[config.mk]
export PLATFORM = sky130hd
export DESIGN_NAME = max_pool_2d_stream
export DESIGN_NICKNAME = d
export VERILOG_FILES = /design/src/hdl/mp2d_pkg.sv /design/src/hdl/mp2d_cfg.sv /design/src/hdl/mp2d_scan.sv /design/src/hdl/mp2d_line.sv /design/src/hdl/max_pool_2d_stream.sv
export SDC_FILE = /design/constraint.sdc
export NUM_CORES = 2
export LEC_CHECK = 0
export BUFFER_PORTS_ARGS = -buffer_cell sky130_fd_sc_hd__buf_4
export CAP_MARGIN = 20
export CORE_ASPECT_RATIO = 0.5
export CORE_MARGIN = 3
export CORE_UTILIZATION = 63
export CTS_BUF_LIST = sky130_fd_sc_hd__clkbuf_16
export DETAILED_ROUTE_END_ITERATION = 16
export PLACE_DENSITY = 0.79
export SLEW_MARGIN = 20
export SYNTH_ARGS = -nofsm -noshare
export SYNTH_HDL_FRONTEND = slang
export SYNTH_SLANG_ARGS = --single-unit
[constraint.sdc]
create_clock -name clk_i -period 18.53 [get_ports clk_i]
set_input_delay 1.853 -clock clk_i [delete_from_list [all_inputs] [get_ports clk_i]]
set_output_delay 1.853 -clock clk_i [all_outputs]
set_load 0.05 [all_outputs]
[src/hdl/mp2d_pkg.sv]
// ----------------------------------------------------------------------------
// mp2d_pkg
// Shared widths, register map, reset values and item control flags.
// ----------------------------------------------------------------------------
`timescale 1ns / 1ps

package mp2d_pkg;

  localparam int PIXEL_W    = 16;
  localparam int POOLED_W   = 15;
  localparam int SIDE_REG_W = 9;
  localparam int WIN_REG_W  = 4;
  localparam int CH_REG_W   = 11;
  localparam int APB_ADDR_W = 4;
  localparam int APB_DATA_W = 32;

  localparam int DEF_MAX_SIDE     = 256;
  localparam int DEF_MAX_WINDOW   = 8;
  localparam int DEF_MAX_CHANNELS = 1024;

  localparam logic [1:0] REG_IMAGE_SIDE = 2'd0;
  localparam logic [1:0] REG_WINDOW     = 2'd1;
  localparam logic [1:0] REG_CHANNELS   = 2'd2;

  localparam logic [SIDE_REG_W-1:0] SIDE_RESET = 9'd4;
  localparam logic [WIN_REG_W-1:0]  WIN_RESET  = 4'd2;
  localparam logic [CH_REG_W-1:0]   CH_RESET   = 11'd1;

  typedef struct packed {
    logic active;  // pixel lies inside a whole window
    logic first;   // top-left pixel of its window
    logic emit;    // bottom-right pixel: gives a result
    logic last;    // final window of final plane
  } item_ctl_t;

endpackage

[src/hdl/mp2d_cfg.sv]
// ----------------------------------------------------------------------------
// mp2d_cfg
// APB register file; gives clamped plane side, window and plane count.
// ----------------------------------------------------------------------------
`timescale 1ns / 1ps

module mp2d_cfg #(
  parameter int MAX_SIDE     = mp2d_pkg::DEF_MAX_SIDE,
  parameter int MAX_WINDOW   = mp2d_pkg::DEF_MAX_WINDOW,
  parameter int MAX_CHANNELS = mp2d_pkg::DEF_MAX_CHANNELS,
  localparam int SW  = $clog2(MAX_SIDE + 1),
  localparam int WW  = $clog2(MAX_WINDOW + 1),
  localparam int CHW = $clog2(MAX_CHANNELS + 1)
) (
  input  logic                             clk_i,
  input  logic                             rst_ni,
  input  logic                             psel,
  input  logic                             penable,
  input  logic                             pwrite,
  input  logic [mp2d_pkg::APB_ADDR_W-1:0]  paddr,
  input  logic [mp2d_pkg::APB_DATA_W-1:0]  pwdata,
  output logic [mp2d_pkg::APB_DATA_W-1:0]  prdata,
  output logic                             pready,
  output logic                             restart_o,
  output logic [SW-1:0]                    side_o,
  output logic [WW-1:0]                    win_o,
  output logic [CHW-1:0]                   chan_o
);
  import mp2d_pkg::*;

  localparam int SCW = (SW > SIDE_REG_W) ? SW : SIDE_REG_W;
  localparam int WCW = (WW > WIN_REG_W) ? WW : WIN_REG_W;
  localparam int CCW = (CHW > CH_REG_W) ? CHW : CH_REG_W;
  localparam int MW  = (SW > WW) ? SW : WW;

  logic [SIDE_REG_W-1:0] side_q;
  logic [WIN_REG_W-1:0]  win_q;
  logic [CH_REG_W-1:0]   chan_q;
  logic                  wr_en;
  logic [1:0]            reg_idx;
  logic [WW-1:0]         win_clamp;

  assign pready  = 1'b1;
  assign reg_idx = paddr[3:2];
  assign wr_en   = psel & penable & pwrite;

  always_ff @(posedge clk_i or negedge rst_ni) begin
    if (!rst_ni) begin
      side_q <= SIDE_RESET;
      win_q  <= WIN_RESET;
      chan_q <= CH_RESET;
    end else if (wr_en) begin
      case (reg_idx)
        REG_IMAGE_SIDE: side_q <= pwdata[SIDE_REG_W-1:0];
        REG_WINDOW:     win_q  <= pwdata[WIN_REG_W-1:0];
        REG_CHANNELS:   chan_q <= pwdata[CH_REG_W-1:0];
        default: ;
      endcase
    end
  end

  always_comb begin
    restart_o = 1'b0;
    if (wr_en) begin
      restart_o = (reg_idx == REG_IMAGE_SIDE) || (reg_idx == REG_WINDOW) ||
                  (reg_idx == REG_CHANNELS);
    end
  end

  always_comb begin
    case (reg_idx)
      REG_IMAGE_SIDE: prdata = APB_DATA_W'(side_q);
      REG_WINDOW:     prdata = APB_DATA_W'(win_q);
      REG_CHANNELS:   prdata = APB_DATA_W'(chan_q);
      default:        prdata = '0;
    endcase
  end

  // clamp into 1..MAX, window no larger than the plane
  always_comb begin
    if (side_q == '0) begin
      side_o = SW'(1);
    end else if (SCW'(side_q) > SCW'(MAX_SIDE)) begin
      side_o = SW'(MAX_SIDE);
    end else begin
      side_o = SW'(side_q);
    end

    if (win_q == '0) begin
      win_clamp = WW'(1);
    end else if (WCW'(win_q) > WCW'(MAX_WINDOW)) begin
      win_clamp = WW'(MAX_WINDOW);
    end else begin
      win_clamp = WW'(win_q);
    end

    if (MW'(win_clamp) > MW'(side_o)) begin
      win_o = WW'(side_o);
    end else begin
      win_o = win_clamp;
    end

    if (chan_q == '0) begin
      chan_o = CHW'(1);
    end else if (CCW'(chan_q) > CCW'(MAX_CHANNELS)) begin
      chan_o = CHW'(MAX_CHANNELS);
    end else begin
      chan_o = CHW'(chan_q);
    end
  end

endmodule

[src/hdl/mp2d_scan.sv]
// ----------------------------------------------------------------------------
// mp2d_scan
// Raster position counters; classify each accepted pixel within its window.
// ----------------------------------------------------------------------------
`timescale 1ns / 1ps

module mp2d_scan #(
  parameter int MAX_SIDE     = mp2d_pkg::DEF_MAX_SIDE,
  parameter int MAX_WINDOW   = mp2d_pkg::DEF_MAX_WINDOW,
  parameter int MAX_CHANNELS = mp2d_pkg::DEF_MAX_CHANNELS,
  localparam int SW   = $clog2(MAX_SIDE + 1),
  localparam int WW   = $clog2(MAX_WINDOW + 1),
  localparam int CHW  = $clog2(MAX_CHANNELS + 1),
  localparam int CNTW = (MAX_SIDE > 1) ? $clog2(MAX_SIDE) : 1
) (
  input  logic                clk_i,
  input  logic                rst_ni,
  input  logic                restart_i,
  input  logic                in_fire_i,
  input  logic [SW-1:0]       side_i,
  input  logic [WW-1:0]       win_i,
  input  logic [CHW-1:0]      chan_i,
  output mp2d_pkg::item_ctl_t ctl_o,
  output logic [CNTW-1:0]     oc_o
);
  import mp2d_pkg::*;

  localparam int WIW = (MAX_WINDOW > 1) ? $clog2(MAX_WINDOW) : 1;
  localparam int PCW = (MAX_CHANNELS > 1) ? $clog2(MAX_CHANNELS) : 1;
  localparam int XW  = ((SW > WW) ? SW : WW) + 1;

  logic [CNTW-1:0] cc_q, cc_d, rc_q, rc_d, oc_q, oc_d;
  logic [WIW-1:0]  ciw_q, ciw_d, riw_q, riw_d;
  logic [PCW-1:0]  pc_q, pc_d;

  logic col_fit, row_fit, cw_end, rw_end;
  logic col_lastwin, row_lastwin, plane_last;
  logic col_end, row_end;

  always_comb begin
    col_fit = (XW'(cc_q) - XW'(ciw_q) + XW'(win_i)) <= XW'(side_i);
    row_fit = (XW'(rc_q) - XW'(riw_q) + XW'(win_i)) <= XW'(side_i);
    cw_end  = (XW'(ciw_q) + XW'(1)) == XW'(win_i);
    rw_end  = (XW'(riw_q) + XW'(1)) == XW'(win_i);
    col_lastwin = (XW'(cc_q) + XW'(1) + XW'(win_i)) > XW'(side_i);
    row_lastwin = (XW'(rc_q) + XW'(1) + XW'(win_i)) > XW'(side_i);
    plane_last  = (CHW'(pc_q) + CHW'(1)) == chan_i;
    col_end = (XW'(cc_q) + XW'(1)) >= XW'(side_i);
    row_end = (XW'(rc_q) + XW'(1)) >= XW'(side_i);

    ctl_o.active = col_fit & row_fit;
    ctl_o.first  = (ciw_q == '0) && (riw_q == '0);
    ctl_o.emit   = col_fit & row_fit & cw_end & rw_end;
    ctl_o.last   = col_lastwin & row_lastwin & plane_last;
    oc_o         = oc_q;
  end

  always_comb begin
    cc_d  = cc_q;
    rc_d  = rc_q;
    oc_d  = oc_q;
    ciw_d = ciw_q;
    riw_d = riw_q;
    pc_d  = pc_q;
    if (col_end) begin
      cc_d  = '0;
      ciw_d = '0;
      oc_d  = '0;
      if (row_end) begin
        rc_d  = '0;
        riw_d = '0;
        pc_d  = ((CHW'(pc_q) + CHW'(1)) >= chan_i) ? '0 : pc_q + PCW'(1);
      end else begin
        rc_d  = rc_q + CNTW'(1);
        riw_d = rw_end ? '0 : riw_q + WIW'(1);
      end
    end else begin
      cc_d  = cc_q + CNTW'(1);
      ciw_d = cw_end ? '0 : ciw_q + WIW'(1);
      oc_d  = cw_end ? oc_q + CNTW'(1) : oc_q;
    end
  end

  always_ff @(posedge clk_i or negedge rst_ni) begin
    if (!rst_ni) begin
      cc_q  <= '0;
      rc_q  <= '0;
      oc_q  <= '0;
      ciw_q <= '0;
      riw_q <= '0;
      pc_q  <= '0;
    end else if (restart_i) begin
      cc_q  <= '0;
      rc_q  <= '0;
      oc_q  <= '0;
      ciw_q <= '0;
      riw_q <= '0;
      pc_q  <= '0;
    end else if (in_fire_i) begin
      cc_q  <= cc_d;
      rc_q  <= rc_d;
      oc_q  <= oc_d;
      ciw_q <= ciw_d;
      riw_q <= riw_d;
      pc_q  <= pc_d;
    end
  end

endmodule

[src/hdl/mp2d_line.sv]
// ----------------------------------------------------------------------------
// mp2d_line
// Line store of partial maxima, compare stage and output register.
// ----------------------------------------------------------------------------
`timescale 1ns / 1ps

module mp2d_line #(
  parameter int MAX_SIDE = mp2d_pkg::DEF_MAX_SIDE,
  localparam int CNTW = (MAX_SIDE > 1) ? $clog2(MAX_SIDE) : 1
) (
  input  logic                                clk_i,
  input  logic                                rst_ni,
  input  logic                                in_valid_i,
  output logic                                in_ready_o,
  input  logic signed [mp2d_pkg::PIXEL_W-1:0] pixel_i,
  input  mp2d_pkg::item_ctl_t                 ctl_i,
  input  logic [CNTW-1:0]                     oc_i,
  output logic                                out_valid_o,
  input  logic                                out_ready_i,
  output logic [mp2d_pkg::POOLED_W-1:0]       pooled_o,
  output logic                                image_done_o
);
  import mp2d_pkg::*;

  logic signed [PIXEL_W-1:0] line_mem_q [MAX_SIDE];
  logic signed [PIXEL_W-1:0] rd_q, pix_q, fwd_val_q, base, max_v;
  logic                      s1_valid_q, fwd_q, out_valid_q;
  item_ctl_t                 ctl_q;
  logic [CNTW-1:0]           oc_q;
  logic [POOLED_W-1:0]       pooled_q;
  logic                      done_q;
  logic                      out_free, s1_fire, in_fire;

  assign out_free   = !out_valid_q || out_ready_i;
  assign s1_fire    = s1_valid_q && (!ctl_q.emit || out_free);
  assign in_ready_o = !s1_valid_q || s1_fire;
  assign in_fire    = in_valid_i && in_ready_o;

  // entry being written this cycle is forwarded to the next item
  assign base = fwd_q ? fwd_val_q : rd_q;

  always_comb begin
    if (ctl_q.first) begin
      max_v = (pix_q > 16'sd0) ? pix_q : 16'sd0;
    end else begin
      max_v = (pix_q > base) ? pix_q : base;
    end
  end

  always_ff @(posedge clk_i) begin
    if (s1_fire && ctl_q.active) begin
      line_mem_q[oc_q] <= max_v;
    end
    if (in_fire) begin
      rd_q <= line_mem_q[oc_i];
    end
  end

  always_ff @(posedge clk_i) begin
    if (in_fire) begin
      pix_q     <= pixel_i;
      ctl_q     <= ctl_i;
      oc_q      <= oc_i;
      fwd_val_q <= max_v;
    end
    if (s1_fire && ctl_q.emit) begin
      pooled_q <= max_v[POOLED_W-1:0];
      done_q   <= ctl_q.last;
    end
  end

  always_ff @(posedge clk_i or negedge rst_ni) begin
    if (!rst_ni) begin
      s1_valid_q  <= 1'b0;
      fwd_q       <= 1'b0;
      out_valid_q <= 1'b0;
    end else begin
      if (in_fire) begin
        s1_valid_q <= 1'b1;
        fwd_q      <= s1_fire && ctl_q.active && (oc_q == oc_i);
      end else if (s1_fire) begin
        s1_valid_q <= 1'b0;
      end
      if (s1_fire && ctl_q.emit) begin
        out_valid_q <= 1'b1;
      end else if (out_ready_i) begin
        out_valid_q <= 1'b0;
      end
    end
  end

  assign out_valid_o  = out_valid_q;
  assign pooled_o     = pooled_q;
  assign image_done_o = done_q;

endmodule

[src/hdl/max_pool_2d_stream.sv]
// ----------------------------------------------------------------------------
// max_pool_2d_stream
// Streaming non-overlapping 2D max pooling. Takes one pixel per clock,
// back to back, in raster order plane after plane. A pixel is classified by
// the position counters when accepted, its line store entry is read at the
// same edge and the pixel is held in the compare stage; from there the
// compare result is written back and, on a window's bottom-right pixel,
// loaded into the output register. The line store is a single memory, one
// write and one read per cycle; a clash between adjacent pixels is resolved
// by forwarding. Input stalls only while a result waits in the output
// register and the compare stage also holds one. No clearing pass: an entry
// is always written at a window's first pixel before it is read. Any
// register write restarts the image.
// ----------------------------------------------------------------------------
`timescale 1ns / 1ps

module max_pool_2d_stream #(
  parameter int MAX_SIDE     = mp2d_pkg::DEF_MAX_SIDE,
  parameter int MAX_WINDOW   = mp2d_pkg::DEF_MAX_WINDOW,
  parameter int MAX_CHANNELS = mp2d_pkg::DEF_MAX_CHANNELS
) (
  input  logic                                clk_i,
  input  logic                                rst_ni,
  input  logic                                psel,
  input  logic                                penable,
  input  logic                                pwrite,
  input  logic [mp2d_pkg::APB_ADDR_W-1:0]     paddr,
  input  logic [mp2d_pkg::APB_DATA_W-1:0]     pwdata,
  output logic [mp2d_pkg::APB_DATA_W-1:0]     prdata,
  output logic                                pready,
  input  logic                                in_valid_i,
  output logic                                in_ready_o,
  input  logic signed [mp2d_pkg::PIXEL_W-1:0] pixel_i,
  output logic                                out_valid_o,
  input  logic                                out_ready_i,
  output logic [mp2d_pkg::POOLED_W-1:0]       pooled_o,
  output logic                                image_done_o
);
  import mp2d_pkg::*;

  localparam int SW   = $clog2(MAX_SIDE + 1);
  localparam int WW   = $clog2(MAX_WINDOW + 1);
  localparam int CHW  = $clog2(MAX_CHANNELS + 1);
  localparam int CNTW = (MAX_SIDE > 1) ? $clog2(MAX_SIDE) : 1;

  logic            restart;
  logic [SW-1:0]   side;
  logic [WW-1:0]   win;
  logic [CHW-1:0]  chan;
  item_ctl_t       ctl;
  logic [CNTW-1:0] oc;
  logic            in_fire;

  assign in_fire = in_valid_i & in_ready_o;

  mp2d_cfg #(
    .MAX_SIDE    (MAX_SIDE),
    .MAX_WINDOW  (MAX_WINDOW),
    .MAX_CHANNELS(MAX_CHANNELS)
  ) u_cfg (
    .clk_i    (clk_i),
    .rst_ni   (rst_ni),
    .psel     (psel),
    .penable  (penable),
    .pwrite   (pwrite),
    .paddr    (paddr),
    .pwdata   (pwdata),
    .prdata   (prdata),
    .pready   (pready),
    .restart_o(restart),
    .side_o   (side),
    .win_o    (win),
    .chan_o   (chan)
  );

  mp2d_scan #(
    .MAX_SIDE    (MAX_SIDE),
    .MAX_WINDOW  (MAX_WINDOW),
    .MAX_CHANNELS(MAX_CHANNELS)
  ) u_scan (
    .clk_i    (clk_i),
    .rst_ni   (rst_ni),
    .restart_i(restart),
    .in_fire_i(in_fire),
    .side_i   (side),
    .win_i    (win),
    .chan_i   (chan),
    .ctl_o    (ctl),
    .oc_o     (oc)
  );

  mp2d_line #(
    .MAX_SIDE(MAX_SIDE)
  ) u_line (
    .clk_i       (clk_i),
    .rst_ni      (rst_ni),
    .in_valid_i  (in_valid_i),
    .in_ready_o  (in_ready_o),
    .pixel_i     (pixel_i),
    .ctl_i       (ctl),
    .oc_i        (oc),
    .out_valid_o (out_valid_o),
    .out_ready_i (out_ready_i),
    .pooled_o    (pooled_o),
    .image_done_o(image_done_o)
  );

endmodule

# Yosys cells after proc, flatten, opt, wreduce, memory -nomap -nowiden
# Memories as Yosys holds them, arrays and structs flattened. A register that Yosys moved wholly into a read port is not among the register bits.
# Index checks and enable logic that the tools add are counted.
# totals
regBits	127
mem_bits_rw	4096
out_inout_bits	51
memories	1
# classes
n_addsub	17
n_lt_le_gt_ge	13
eq_ne	6
muxes	44
bitwise_logic	8
reduce_logical	32
# memory_table
memory	words	word_bits	rd	rd_ports_with_merged_regs	wr	line	text
u_line.line_mem_q	256	16	1	1	1	mp2d_line.sv:25	logic signed [PIXEL_W-1:0] line_mem_q [MAX_SIDE];
# op_table
op	count
two-way mux 8 bit	11
two-way mux 16 bit	4
two-way mux 10 bit	5
adder 10 x 4 -> 10 bit	4
one-hot mux 11 bit (3 select lines)	1
two-way mux 3 bit	9
adder 8 x 1 -> 8 bit (second input constant)	3
two-way mux 11 bit	2
equality test 10 x 4 -> 1 bit	2
>= comparator 10 x 9 -> 1 bit	2
> comparator 10 x 9 -> 1 bit	2
<= comparator 10 x 9 -> 1 bit	2
adder 8 x 1 -> 9 bit (second input constant)	2
two-way mux 9 bit	2
subtractor 8 x 3 -> 9 bit	2
> comparator 16 x 1 -> 1 bit (second input constant)	1
> comparator 16 bit	1
two-way mux 4 bit	3
adder 10 x 1 -> 11 bit (second input constant)	1
equality test 11 bit	1
>= comparator 11 bit	1
> comparator 11 bit (second input constant)	1
logical NOT 11 bit	1
adder 10 x 1 -> 10 bit (second input constant)	1
other kinds (21)	56

# Longest topological paths before layout
# depth
word_depth	11
depth_mapped	26
depth_no_buf	25

# Modules after synthesis
# Synthesis repeated with hierarchy kept, for this count alone.
# hier_totals
hier_cells	8072
hier_area_um2	166578.5
# by_module_without_submodules
mod	n_inst	cells_each	area_each_um2	seq_area_each_um2
mp2d_line	1	7309	159817.0	125355.2
mp2d_scan	1	602	5117.4	1001.0
mp2d_cfg	1	160	1637.8	604.3
max_pool_2d_stream	1	1	6.3	0.0

# Worst setup path before layout
# No wires, ideal clock.
# synth_timing
path_kind	register to register
startpoint	reg u_line.fwd_q
endpoint	reg u_line.fwd_val_q[10] (data pin)
setup_time_ns	2.203
arrival_time_ns	12.850
path_slack_ns	3.477
stages_incl_launch_ff	13
synth_period_minus_slack_ns	15.053
cell_sequence	dfrtp_1 -> clkbuf_1 -> clkbuf_1 -> mux2i_1 -> ha_1 -> nor2b_1 -> o211ai_1 -> a2111o_1 -> a31oi_1 -> nor3_1 -> or2_2 -> clkbuf_1 -> o21ai_0
# synth_via
elab_chain_len	4
# synth_rtl
element	line	text
from (decl)	mp2d_line.sv:27	logic s1_valid_q, fwd_q, out_valid_q;
from (signal assigned)	mp2d_line.sv:80	fwd_q <= s1_fire && ctl_q.active && (oc_q == oc_i);
two-way mux 16 bit *	mp2d_line.sv:40	assign base = fwd_q ? fwd_val_q : rd_q;
> comparator 16 bit	mp2d_line.sv:46	max_v = (pix_q > base) ? pix_q : base;
two-way mux 16 bit *	mp2d_line.sv:46	
two-way mux 16 bit *	mp2d_line.sv:43	if (ctl_q.first) begin
via u_line.max_v[10]	mp2d_line.sv:26	logic signed [PIXEL_W-1:0] rd_q, pix_q, fwd_val_q, base, max_v;
to (signal assigned)	mp2d_line.sv:64	fwd_val_q <= max_v;
to (decl)	mp2d_line.sv:26	
# The timed path passes the listed nets; every way through them passes the cells marked *.
# A chain may end at the register's enable or synchronous reset.

==> results.py <==
metrics = {
    "finish": {
        "final_core_util_pct": 70.0,
        "area_delta_synth_final_pct": 9.63,
        "nets": 8989,
        "final_cells": 12700,
        "fillers": 15000,
        "drive_above_1_share_pct": 20.7,
    },
    "worst_setup_path": {
        "rr_endpoint": "u_line.rd_q[15]",
        "path_common_cell": "buf_4",
        "r2r_cells": 11,
        "setup.worst_path.end_class": "register",
        "timing.critical_path.buf_inv": 5,
        "crit_type": "reg -> reg",
        "crit_slowest_cell": "dfrtp_4",
        "critical-path-top-delay-family": "buffers and inverters",
        "path_max_fanout": 84,
        "reg2reg_from": "u_scan.oc_o[0]",
        "required_ps": 19190,
        "cp.arrival_ps": 8200,
        "reg2reg_slack_ps": 10990,
        "slowest_delay_ps": 990,
        "crit_path_cell_trace": "buf_4 > buf_4 > buf_4 > buf_12 > buf_4 > mux4_1 > mux4_2 > a22o_1 > a211oi_1 > nor4_1 > o31a_1",
        "worst_setup_path_start_kind": "register",
    },
    "detailed_routing": {
        "drt-total-wl_um": 470000,
        "detail-route-antenna-nets": 0,
        "via_count": 92500,
        "drc": 0,
        "drt_iter0_drc": 16900,
        "wl_per_cell_um": 37.1,
        "drt_first_pass_iters": 9,
        "drt-vias-per-instance": 7.31,
    },
    "timing": {
        "fmax_ghz": 0.133,
        "holdWs_ps": 460,
        "skew_ps": 45.5,
        "finalMaxSlewViolations": 0,
        "slew_headroom_pct": 13.4,
        "fin_tns_setup_ps": 0,
        "final_hold_viol_count": 0,
        "period_share_pct": 40.7,
        "final-setup-viol-count": 0,
        "worstMarginPinSlew_ps": 1290,
        "period_needed_ps": 7540,
        "rsz0062_at_grt": "no",
    },
    "clocking": {
        "cts_buffers": 352,
        "clockBufferDepth": 4,
        "holdBufCountCts": 0,
        "clkLatencyLatePin_ps": 920,
        "clock_sinks": 4239,
        "cts_tree": "yes",
        "ctsHtreeMaxLevel": 5,
        "clkSlewWorstSetupHoldPaths_ps": 70,
        "cts_resized": 0,
        "postCtsSetupRepairBufs": 0,
        "cts_root_buf": "clkbuf_16",
    },
    "hold_path": {
        "hp-start": "u_line.ctl_q[0]",
        "hp-class": "reg -> reg",
        "holdPathEnd": "u_line.image_done_o",
        "min_path_cells": 0,
    },
    "pwr": {
        "cellPowerDensity_nw_per_um2": 159,
        "internal-power_mw": 19.3,
        "pwr-share-clk_pct": 24.9,
        "power.switching_mw": 10.1,
        "irDropWorstVdd_mv": 0.152,
        "p_sw_share_pct": 34.3,
        "comb_power_share_pct": 32.6,
        "power.leakage_nw": 60.4,
        "power_frac_seq_pct": 42.5,
        "power.total_mw": 29.4,
    },
    "die": {
        "core_um2": 265000,
        "die-area_um2": 275000,
        "die_h_um": 372,
        "die_x_um": 738,
        "pin_count": 110,
        "initial_core_util_pct": 63.8,
        "fp-row-count": 133,
    },
    "placement": {
        "gp_congestion": 0.910,
        "dp_cells": 12000,
        "io_buffers": 64,
        "place_hpwl_um": 267000,
    },
    "logic_synthesis": {
        "async_flop_share_pct": 1.58,
        "ys_seq_area_share_pct": 75.1,
        "synth_area_um2": 169000,
        "synthFlopType": "edfxtp_1",
        "synth_seq_cells": 4239,
        "synth_mux_area_share_pct": 14.4,
        "synth_cell_type_count": 98,
        "synth_simple_gate_area_share_pct": 2.57,
        "synth_edf_count": 4172,
        "synth_top_area_share_pct": 74.1,
        "avgSynthCellArea_um2": 20.0,
        "synth_area_leaders": "edfxtp_1, mux4_2, mux2i_1",
        "synth-compound-area-share_pct": 4.25,
        "synth-xor-area-share_pct": 0.367,
        "synth_largest_area_cell": "edfxtp_1",
        "synth_cells": 8429,
        "synth_top_family_by_area": "multiplexers",
        "synth_fa_ha_area_share_pct": 0.923,
        "yosys_warnings": 0,
    },
    "grt": {
        "grt_pass1_vias": 89800,
        "grt_max_degree": 192,
        "grt_first_pass_wirelength_um": 664000,
        "grt.total_usage_pct": 34.2,
        "overflow": 0,
        "antenna_found_initial": 28,
    },
    "job": {
        "drv_cap": 0,
    },
    "run_status": {
        "status": "finished, final reports clean",
    },
}
-- synthesized netlist by cell type (92+ instances only) --
cell and count:
edfxtp_1 4172, buf_2 101, nand3_1 92, ha_1 115, nand2_1 204, o221ai_1 204, clkbuf_1 189, nor2_1 380
a21oi_1 200, mux4_2 759, o22ai_1 158, o21ai_0 138, mux2i_1 651
-- flip-flops by register name (all words and copies together), names as in the netlist, 3 cells and up --
register	cells
u_scan.cc_q	8
u_cfg.win_q	4
u_scan.rc_q	8
u_scan.riw_q	3
u_line.pix_q	16
u_scan.ciw_q	3
u_scan.pc_q	10
u_line.fwd_val_q	16
u_line.line_mem_q	4096
u_scan.oc_o	8
u_cfg.side_q	9
u_line.rd_q	16
u_cfg.chan_q	11
u_line.ctl_q	4
u_line.oc_q	8
u_line.pooled_o	15
-- metal layers --
layer / vias to the layer above / wire length, um / GRT usage (%) / share of wire (%)
met4: 26 / 22600 / 13.9 / 4.8
met2: 8522 / 209000 / 50.6 / 45
met5: - / 217 / 0 / 0.046
li1: 35700 / - / - / -
met1: 46900 / 157000 / 46.0 / 33
met3: 1414 / 80700 / 13.6 / 17
-- per-stage QoR --
step / area (um^2) / setup WS, ps
finish: 185000 / 10990
global route: 185000 / 10740
CTS: 185000 / 11100
detailed placement: 174000 / 11130
global placement: 174000 / 11250
floorplan: 169000 / 3480
-- placed cells by master (no fill, tap or decap), types with 23 or more instances in the layout --
cell,instances
edfxtp_1,4172
mux4_2,759
mux2i_1,651
buf_4,486
clkbuf_16,363
nor2_1,356
o221ai_1,204
a21oi_1,199
nand2_1,194
o22ai_1,157
inv_1,127
o21ai_0,123
ha_1,115
nand3_1,86
clkinv_1,84
a22oi_1,82
nor3_1,78
dfrtp_1,58
clkinv_2,52
xnor2_1,37
a211oi_1,37
nand4_1,35
xor2_1,32
nor2b_1,31
mux2_2,29
a22o_1,29
bufinv_16,28
nor4_1,26
nand2b_1,25
o211ai_1,23
-- area by class of cell --
class	count	area (um^2)	share of cell area, %
diodes	14	35.0	0.0189
clock buffers	363	9080	4.90
clock inverters	257	1900	1.02
inverters	57	226	0.122
multi-input cells	3652	38500	20.8
flip-flops and latches	4239	127000	68.6
well taps	3577	4480	2.42
repair buffers	507	4040	2.18
-- logic make-up after synthesis --
group / count (synthesis)
flip-flops: 4239
adder cells (fa/ha/maj): 121
other: 2
buffers and inverters: 558
AO/OA/AOI/OAI: 1036
XOR/XNOR: 70
AND/OR/NAND/NOR: 951
multiplexers: 1452
-- how the worst max path moves through the flow --
stage	depth (start not counted)	end	startpoint
floorplan	12	u_line.fwd_val_q[10]	u_line.fwd_q
global placement	11	u_line.rd_q[15]	u_scan.oc_o[0]
detailed placement	11	u_line.rd_q[15]	u_scan.oc_o[0]
CTS	11	u_line.rd_q[15]	u_scan.oc_o[0]
global route	11	u_line.rd_q[15]	u_scan.oc_o[0]
finish	11	u_line.rd_q[15]	u_scan.oc_o[0]
-- power groups by stage --
stage                     logic, mW  clock network, mW  registers (mW)
after floorplan                6.14                  0            13.7
after global placement         8.98                  0            12.7
after detailed placement       9.19                  0            12.7
after CTS                      9.30               7.32            12.5
after global routing           9.96               7.67            12.5
final                          9.57               7.31            12.5
Note: power is estimated with default switching activity, not from simulation.
